### src/jsu_pkg.sv
// shared types, constants and decode helpers for the json string unescaper
package jsu_pkg;

  // parse modes of the escape decoder
  typedef enum logic [2:0] {
    MODE_NORMAL  = 3'd0,
    MODE_ESCAPE  = 3'd1,
    MODE_HEX1    = 3'd2,
    MODE_HEX2    = 3'd3,
    MODE_HEX3    = 3'd4,
    MODE_HEX4    = 3'd5,
    MODE_DISCARD = 3'd6
  } mode_t;

  localparam int unsigned MAX_RESULTS = 3;
  localparam int unsigned ACCUM_W     = 12;
  localparam int unsigned CODE_W      = 16;

  // special input bytes
  localparam logic [7:0] CHR_BACKSLASH = 8'h5c;
  localparam logic [7:0] CHR_QUOTE     = 8'h22;
  localparam logic [7:0] CHR_SLASH     = 8'h2f;
  localparam logic [7:0] CHR_N         = 8'h6e;
  localparam logic [7:0] CHR_T         = 8'h74;
  localparam logic [7:0] CHR_R         = 8'h72;
  localparam logic [7:0] CHR_B         = 8'h62;
  localparam logic [7:0] CHR_F         = 8'h66;
  localparam logic [7:0] CHR_U         = 8'h75;

  // utf-8 encoding constants
  localparam logic [CODE_W-1:0] ONE_BYTE_LIMIT = 16'h0080;
  localparam logic [CODE_W-1:0] TWO_BYTE_LIMIT = 16'h0800;
  localparam logic [7:0]        UTF8_LEAD2     = 8'hc0;
  localparam logic [7:0]        UTF8_LEAD3     = 8'he0;
  localparam logic [7:0]        UTF8_CONT      = 8'h80;

  // up to three results produced by one input byte, first in bytes[0]
  typedef struct packed {
    logic [1:0]                   count;
    logic [MAX_RESULTS-1:0][7:0]  bytes;
    logic                         byte_valid;
    logic                         error;
    logic                         last;
  } bundle_t;

  // lowercase hex digit value; bit 4 set means not a hex digit
  function automatic logic [4:0] hex_digit(input logic [7:0] c);
    logic [4:0] v;
    if (c >= 8'h30 && c <= 8'h39) begin
      v = {1'b0, 4'(c - 8'h30)};
    end else if (c >= 8'h61 && c <= 8'h66) begin
      v = {1'b0, 4'(c - 8'h57)};
    end else begin
      v = 5'h10;
    end
    return v;
  endfunction

  // single-character escapes; bit 8 set means known escape
  function automatic logic [8:0] simple_escape(input logic [7:0] c);
    logic [8:0] v;
    case (c)
      CHR_QUOTE:     v = {1'b1, 8'h22};
      CHR_BACKSLASH: v = {1'b1, 8'h5c};
      CHR_SLASH:     v = {1'b1, 8'h2f};
      CHR_N:         v = {1'b1, 8'h0a};
      CHR_T:         v = {1'b1, 8'h09};
      CHR_R:         v = {1'b1, 8'h0d};
      CHR_B:         v = {1'b1, 8'h08};
      CHR_F:         v = {1'b1, 8'h0c};
      default:       v = 9'h000;
    endcase
    return v;
  endfunction

endpackage

### src/jsu_decoder.sv
// escape decoder: parse state and combinational mapping of one byte to a result bundle
module jsu_decoder import jsu_pkg::*; (
  input  logic       clk,
  input  logic       rst,
  input  logic       advance,
  input  logic [7:0] in_byte,
  input  logic       in_last,
  output bundle_t    bundle
);

  mode_t                mode, mode_next;
  logic [ACCUM_W-1:0]   code_accum, code_accum_next;
  logic [4:0]           hex;
  logic [8:0]           esc;
  logic [CODE_W-1:0]    cp;

  assign hex = hex_digit(in_byte);
  assign esc = simple_escape(in_byte);
  assign cp  = {code_accum, hex[3:0]};

  // parse state registers
  always_ff @(posedge clk) begin
    if (rst) begin
      mode       <= MODE_NORMAL;
      code_accum <= '0;
    end else if (advance) begin
      mode       <= mode_next;
      code_accum <= code_accum_next;
    end
  end

  // next parse mode and code accumulator
  always_comb begin
    mode_next       = mode;
    code_accum_next = code_accum;
    unique case (mode) inside
      MODE_NORMAL: begin
        if (in_byte == CHR_BACKSLASH) begin
          mode_next = in_last ? MODE_NORMAL : MODE_ESCAPE;
        end
      end
      MODE_ESCAPE: begin
        if (in_byte == CHR_U) begin
          mode_next       = in_last ? MODE_NORMAL : MODE_HEX1;
          code_accum_next = '0;
        end else if (esc[8]) begin
          mode_next = MODE_NORMAL;
        end else begin
          mode_next       = in_last ? MODE_NORMAL : MODE_DISCARD;
          code_accum_next = '0;
        end
      end
      MODE_HEX1, MODE_HEX2, MODE_HEX3, MODE_HEX4: begin
        if (hex[4] || mode == MODE_HEX4 || in_last) begin
          code_accum_next = '0;
          if (hex[4] && !in_last) begin
            mode_next = MODE_DISCARD;
          end else begin
            mode_next = MODE_NORMAL;
          end
        end else begin
          code_accum_next = {code_accum[ACCUM_W-5:0], hex[3:0]};
          mode_next       = mode_t'(mode + 3'd1);
        end
      end
      default: begin
        if (in_last) begin
          mode_next       = MODE_NORMAL;
          code_accum_next = '0;
        end else begin
          mode_next = MODE_DISCARD;
        end
      end
    endcase
  end

  // result bundle for the current byte
  always_comb begin
    bundle = '0;
    unique case (mode) inside
      MODE_NORMAL: begin
        if (in_byte == CHR_BACKSLASH) begin
          if (in_last) begin
            bundle.count = 2'd1;
            bundle.error = 1'b1;
            bundle.last  = 1'b1;
          end
        end else begin
          bundle.count      = 2'd1;
          bundle.bytes[0]   = in_byte;
          bundle.byte_valid = 1'b1;
          bundle.last       = in_last;
        end
      end
      MODE_ESCAPE: begin
        if (in_byte == CHR_U) begin
          if (in_last) begin
            bundle.count = 2'd1;
            bundle.error = 1'b1;
            bundle.last  = 1'b1;
          end
        end else if (esc[8]) begin
          bundle.count      = 2'd1;
          bundle.bytes[0]   = esc[7:0];
          bundle.byte_valid = 1'b1;
          bundle.last       = in_last;
        end else begin
          bundle.count = 2'd1;
          bundle.error = 1'b1;
          bundle.last  = in_last;
        end
      end
      MODE_HEX1, MODE_HEX2, MODE_HEX3, MODE_HEX4: begin
        if (hex[4] || (mode != MODE_HEX4 && in_last)) begin
          // bad digit, or string ends before the fourth digit
          bundle.count = 2'd1;
          bundle.error = 1'b1;
          bundle.last  = in_last;
        end else if (mode == MODE_HEX4) begin
          bundle.byte_valid = 1'b1;
          bundle.last       = in_last;
          if (cp < ONE_BYTE_LIMIT) begin
            bundle.count    = 2'd1;
            bundle.bytes[0] = cp[7:0];
          end else if (cp < TWO_BYTE_LIMIT) begin
            bundle.count    = 2'd2;
            bundle.bytes[0] = UTF8_LEAD2 | {3'b000, cp[10:6]};
            bundle.bytes[1] = UTF8_CONT | {2'b00, cp[5:0]};
          end else begin
            bundle.count    = 2'd3;
            bundle.bytes[0] = UTF8_LEAD3 | {4'b0000, cp[15:12]};
            bundle.bytes[1] = UTF8_CONT | {2'b00, cp[11:6]};
            bundle.bytes[2] = UTF8_CONT | {2'b00, cp[5:0]};
          end
        end
      end
      default: begin
        // discarding: only the final byte closes the string
        if (in_last) begin
          bundle.count = 2'd1;
          bundle.last  = 1'b1;
        end
      end
    endcase
  end

endmodule

### src/jsu_serializer.sv
// result register that hands a bundle out one transaction at a time
module jsu_serializer import jsu_pkg::*; (
  input  logic       clk,
  input  logic       rst,
  input  logic       load,
  input  bundle_t    bundle,
  output logic       load_ready,
  output logic [7:0] m_tdata,   // [7:0] out_byte
  output logic [1:0] m_tuser,   // [0] byte_valid, [1] error
  output logic       m_tlast,   // out_last
  output logic       m_tvalid,
  input  logic       m_tready
);

  bundle_t    held;
  logic [1:0] count;
  logic [1:0] pos;
  logic [1:0] last_pos;
  logic       at_end;
  logic       take;

  assign last_pos   = count - 2'd1;
  assign at_end     = (pos == last_pos);
  assign take       = m_tvalid && m_tready;
  assign load_ready = (count == 2'd0) || (take && at_end);

  // count of results held; zero means empty
  always_ff @(posedge clk) begin
    if (rst) begin
      count <= '0;
      pos   <= '0;
    end else if (load) begin
      count <= bundle.count;
      pos   <= '0;
    end else if (take) begin
      if (at_end) begin
        count <= '0;
      end
      pos <= pos + 2'd1;
    end
  end

  // bundle payload
  always_ff @(posedge clk) begin
    if (load) begin
      held <= bundle;
    end
  end

  // current result
  assign m_tvalid   = (count != 2'd0);
  assign m_tdata    = held.bytes[pos];
  assign m_tuser[0] = held.byte_valid;
  assign m_tuser[1] = held.error;
  assign m_tlast    = held.last && at_end;

endmodule

### src/json_string_unescaper_unit.sv
// top level of the json string unescaper: input register, decoder, result serializer
//
//  channel | direction | tdata      | tuser                     | tlast
//  s_*     | in        | [7:0] byte | -                         | final byte of string
//  m_*     | out       | [7:0] byte | [0] byte_valid, [1] error | final result of string
//
// while m_tready is high, a byte giving zero or one result is accepted every cycle;
// a \u escape of k utf-8 bytes holds the result register until all k bytes are taken
// a byte is registered in the input register, then decoded into the result register
// rst is synchronous; parse state returns to normal, both stages empty
// stalls on m_tready back up through the result register into s_tready
module json_string_unescaper_unit import jsu_pkg::*; (
  input  logic       clk,
  input  logic       rst,
  input  logic [7:0] s_tdata,   // [7:0] in_byte
  input  logic       s_tlast,   // in_last
  input  logic       s_tvalid,
  output logic       s_tready,
  output logic [7:0] m_tdata,   // [7:0] out_byte
  output logic [1:0] m_tuser,   // [0] byte_valid, [1] error
  output logic       m_tlast,   // out_last
  output logic       m_tvalid,
  input  logic       m_tready
);

  logic       in_full;
  logic [7:0] in_byte;
  logic       in_last;
  logic       load_ready;
  logic       advance;
  bundle_t    bundle;

  assign advance  = in_full && load_ready;
  assign s_tready = !in_full || advance;

  // input register occupancy
  always_ff @(posedge clk) begin
    if (rst) begin
      in_full <= 1'b0;
    end else if (s_tvalid && s_tready) begin
      in_full <= 1'b1;
    end else if (advance) begin
      in_full <= 1'b0;
    end
  end

  // input register payload
  always_ff @(posedge clk) begin
    if (s_tvalid && s_tready) begin
      in_byte <= s_tdata;
      in_last <= s_tlast;
    end
  end

  jsu_decoder u_decoder (
    .clk     (clk),
    .rst     (rst),
    .advance (advance),
    .in_byte (in_byte),
    .in_last (in_last),
    .bundle  (bundle)
  );

  jsu_serializer u_serializer (
    .clk        (clk),
    .rst        (rst),
    .load       (advance),
    .bundle     (bundle),
    .load_ready (load_ready),
    .m_tdata    (m_tdata),
    .m_tuser    (m_tuser),
    .m_tlast    (m_tlast),
    .m_tvalid   (m_tvalid),
    .m_tready   (m_tready)
  );

endmodule

### config.mk
export PLATFORM = sky130hd
export DESIGN_NAME = json_string_unescaper_unit
export DESIGN_NICKNAME = d
export VERILOG_FILES = /design/src/jsu_pkg.sv /design/src/jsu_decoder.sv /design/src/jsu_serializer.sv /design/src/json_string_unescaper_unit.sv
export SDC_FILE = /design/constraint.sdc
export NUM_CORES = 1
export LEC_CHECK = 0
export ABC_AREA = 0
export BUFFER_PORTS_ARGS = -buffer_cell sky130_fd_sc_hd__buf_2
export CAP_MARGIN = 20
export CORE_MARGIN = 2
export CORE_UTILIZATION = 45
export CTS_BUF_LIST = sky130_fd_sc_hd__clkbuf_4 sky130_fd_sc_hd__clkbuf_8 sky130_fd_sc_hd__clkbuf_16
export CTS_CLUSTER_SIZE = 40
export DETAILED_ROUTE_END_ITERATION = 16
export RECOVER_POWER = 50
export SLEW_MARGIN = 40
export SYNTH_ARGS = -nofsm -noshare
export SYNTH_HDL_FRONTEND = slang
export SYNTH_HIERARCHICAL = 1
export SYNTH_SLANG_ARGS = --single-unit
### constraint.sdc
create_clock -name clk -period 6 [get_ports clk]
set_clock_uncertainty 0.1 [all_clocks]
set_input_delay 0.6 -clock clk [delete_from_list [all_inputs] [get_ports clk]]
set_output_delay 0.6 -clock clk [all_outputs]
set_load 0.005 [all_outputs]
==> impl_metrics.yaml <==
setup_path:
  critical_path.startpoint_type: "flop"
  path_cells: "xnor2_1 -> nor2_1 -> a21o_1 -> and2_0 -> o2111ai_4 -> mux2i_1"
  crit_slowest_cell: "and2_0"
  startpoint: "u_serializer/pos[1]"
  r2r_setup_slack_ns: 1.91
  crit_fanout: 36
  end_kind: "flop"
  slowest_delay_ns: 1.57
  cp.required_ns: 6.14
  r2r.worst_path.cells: 6
  setup.worst_path.end: "u_decoder/code_accum[7]"
  path_class: "reg2reg"
  reg2reg_to: "u_decoder/code_accum[7]"
  rr_startpoint: "u_serializer/pos[1]"
  crit_arrival_ns: 4.23
cts:
  cts_root_buf: "clkbuf_8"
  htree_levels: 2
  cts_made_buffers: 5
  cts_tree: "yes"
  cts_sinks: 56
  cts_hold_buf: 0
  clkTransAtPathRegs_ns: 0.11
  worstSkewPairLatency_ns: 0.32
  post_cts_buffers: 0
  clockBufferDepth: 2
  post_cts_resize_count: 0
floorplanning:
  fp-row-count: 31
  ios: 26
  chipWidth_um: 90.2
  fp.dieH_um: 90.2
  coreArea_sq_um: 7210
  die_area_sq_um: 8140
  initial_core_util: 0.464
route:
  drc_errors: 0
  num_vias: 2604
  drt-pass1-iter-count: 6
  drt_iter0_drc: 189
  finalWirelength_um: 7330
  viasPerCell: 5.77
  ant_nets: 0
  wire_per_inst_um: 16.2
finish:
  drive_gt1_frac: 0.131
  diodes: 0
  finish.utilization: 0.496
  fin_area_sq_um: 3580
  fin_nets: 374
  area_growth_pct: 6.92
yosys:
  synth_area_sq_um: 3340
  yosysWarningCount: 6
  seq_area_frac_synth: 0.443
  synth_edf_count: 36
  synth_seq_cells: 56
  ys_types: 64
  avgSynthCellArea_sq_um: 9.92
  yosys_most_used_dff: "edfxtp_1"
  syn_inst: 337
  synth-async-reset-ratio: 0
timing:
  worst_slew_pin_slew_ns: 2.13
  relSlewSlack: -0.421
  setup_viol: 0
  fin_tns_setup_ns: 0
  fin_crit_sh: 0.681
  max_freq_ghz: 0.245
  fin_ws_ns: 1.91
  hold_viol: 0
  min_period_ns: 4.09
  drv_slew: 37
  hold_slack_ns: 0.347
  rsz0062_at_grt: "no"
grt:
  grt_usage: 0.187
  antenna_found_initial: 0
  overflow: 0
  grt_start_max_net_pins: 37
  grt_pass1_vias: 2408
  grt_pass1_wl_um: 12200
hold_path:
  hp-class: "in2reg"
  worstHoldPathCells: 1
status:
  violations: "max-capacitance violations, max-slew violations"
  status: "finished with violations"
placed_design:
  io_buffers: 25
  dp_hpwl_um: 5470
  dp_slack_ns: 3.06
  place_congestion: 0.873
  place_area_sq_um: 3500
power:
  irDropWorstVdd_v: 0.0000736
  powerDensity_nw_per_um2: 200
  leakagePower_nw: 1.31
run:
  cap_violations: 1
-- cell usage in the layout, fill, tap and decap left out, drive strengths merged, types with 3 or more instances in the layout --
cell | Yosys | layout
o21bai | 3 | 3
nand3b | 3 | 3
nor2b | 3 | 3
dfxtp | 20 | 20
xnor2 | 3 | 3
o221ai | 4 | 4
nor3 | 12 | 12
mux2 | 3 | 3
a31oi | 4 | 4
buf | 15 | 26
nand2 | 38 | 38
edfxtp | 36 | 36
nand2b | 17 | 17
mux2i | 21 | 21
nand3 | 3 | 3
inv | 15 | 16
a221oi | 4 | 4
o31ai | 4 | 4
xor2 | 3 | 3
or2 | 3 | 3
a21oi | 18 | 18
a2bb2oi | 3 | 3
a211o | 3 | 3
o21ai | 20 | 20
nand4bb | 3 | 3
clkbuf | 5 | 5
and2 | 6 | 6
ha | 10 | 10
nor2 | 21 | 21
-- Yosys cell counts, types with 7 or more instances --
cell	instances	area, sq um
a21oi_1	15	75.1
buf_2	7	35.0
buf_4	7	52.6
dfxtp_1	20	400
edfxtp_1	36	1080
ha_1	10	125
inv_1	15	56.3
mux2i_1	21	210
nand2_1	38	143
nand2b_1	16	100
nor2_1	21	78.8
nor3_1	12	60.1
o21ai_0	16	80.1
-- critical path, delay by kind of cell, from the launching register on --
family,cells,cell delay [ns]
mux,1,0.33
compound gates,2,0.91
simple gates,2,1.73
xor+xnor,1,0.21
flops,1,0.71
-- registers in the layout (all words and copies together), names as in the netlist --
register and flops:
u_decoder/mode 3, in_full 1, u_serializer/count 2, in_byte 8, u_serializer/held 25, u_serializer/pos 2, in_last 1, u_decoder/code_accum 12
u_serializer/m_tuser 2
-- where the power goes --
part / switching (mW) / internal (mW) / leakage, nW
logic: 0.0336 / 0.0257 / 0.746
clock network: 0.133 / 0.0860 / 0.0463
registers: 0.0124 / 0.423 / 0.515
total: 0.179 / 0.535 / 1.31
-- worst min-delay path by stage --
stage                          startpoint                     to
floorplan           u_serializer/count[1]  u_serializer/count[1]
global placement    u_serializer/count[1]  u_serializer/count[1]
detailed placement  u_serializer/count[1]  u_serializer/count[1]
CTS                            s_tdata[7]             in_byte[7]
global route                   s_tdata[1]             in_byte[1]
finish                         s_tdata[6]             in_byte[6]
-- through the flow --
step	total power [mW]	cells
global placement	0.504	443
detailed placement	0.505	443
finish	0.713	451
global route	0.749	451
floorplan	0.484	338
CTS	0.722	451
-- layout make-up --
cell class	instances	area [sq um]
clock inverter	3	27.5
clock buffer	5	68.8
timing repair buffer	26	133
fill	707	3640
tap	99	124
sequential	56	1480
multi-input combinational	247	1690
inverter	15	56.3
-- kinds of logic (layout without fill, tap and decap cells) --
| family | Yosys count | after routing | synth area share |
|---|---|---|---|
| fa+ha+maj | 10 | 10 | 0.0374 |
| xor+xnor | 6 | 6 | 0.0180 |
| compound gates | 80 | 80 | 0.174 |
| simple gates | 125 | 125 | 0.201 |
| other cells | 1 | 2 | 0.00112 |
| flops | 56 | 56 | 0.443 |
| mux | 24 | 24 | 0.0730 |
| buf+inv | 35 | 49 | 0.0520 |
-- routing by layer --
metal | vias up | part of all wire | wire length (um) | track usage
met3 | 9 | 0.053 | 390 | 0.0319
met5 | - | 0 | 0 | 0
met2 | 96 | 0.47 | 3430 | 0.302
met4 | 0 | 0.015 | 108 | 0.0513
met1 | 1242 | 0.46 | 3400 | 0.260
li1 | 1257 | - | - | -
No activity file was read; power rests on OpenSTA's default activity.
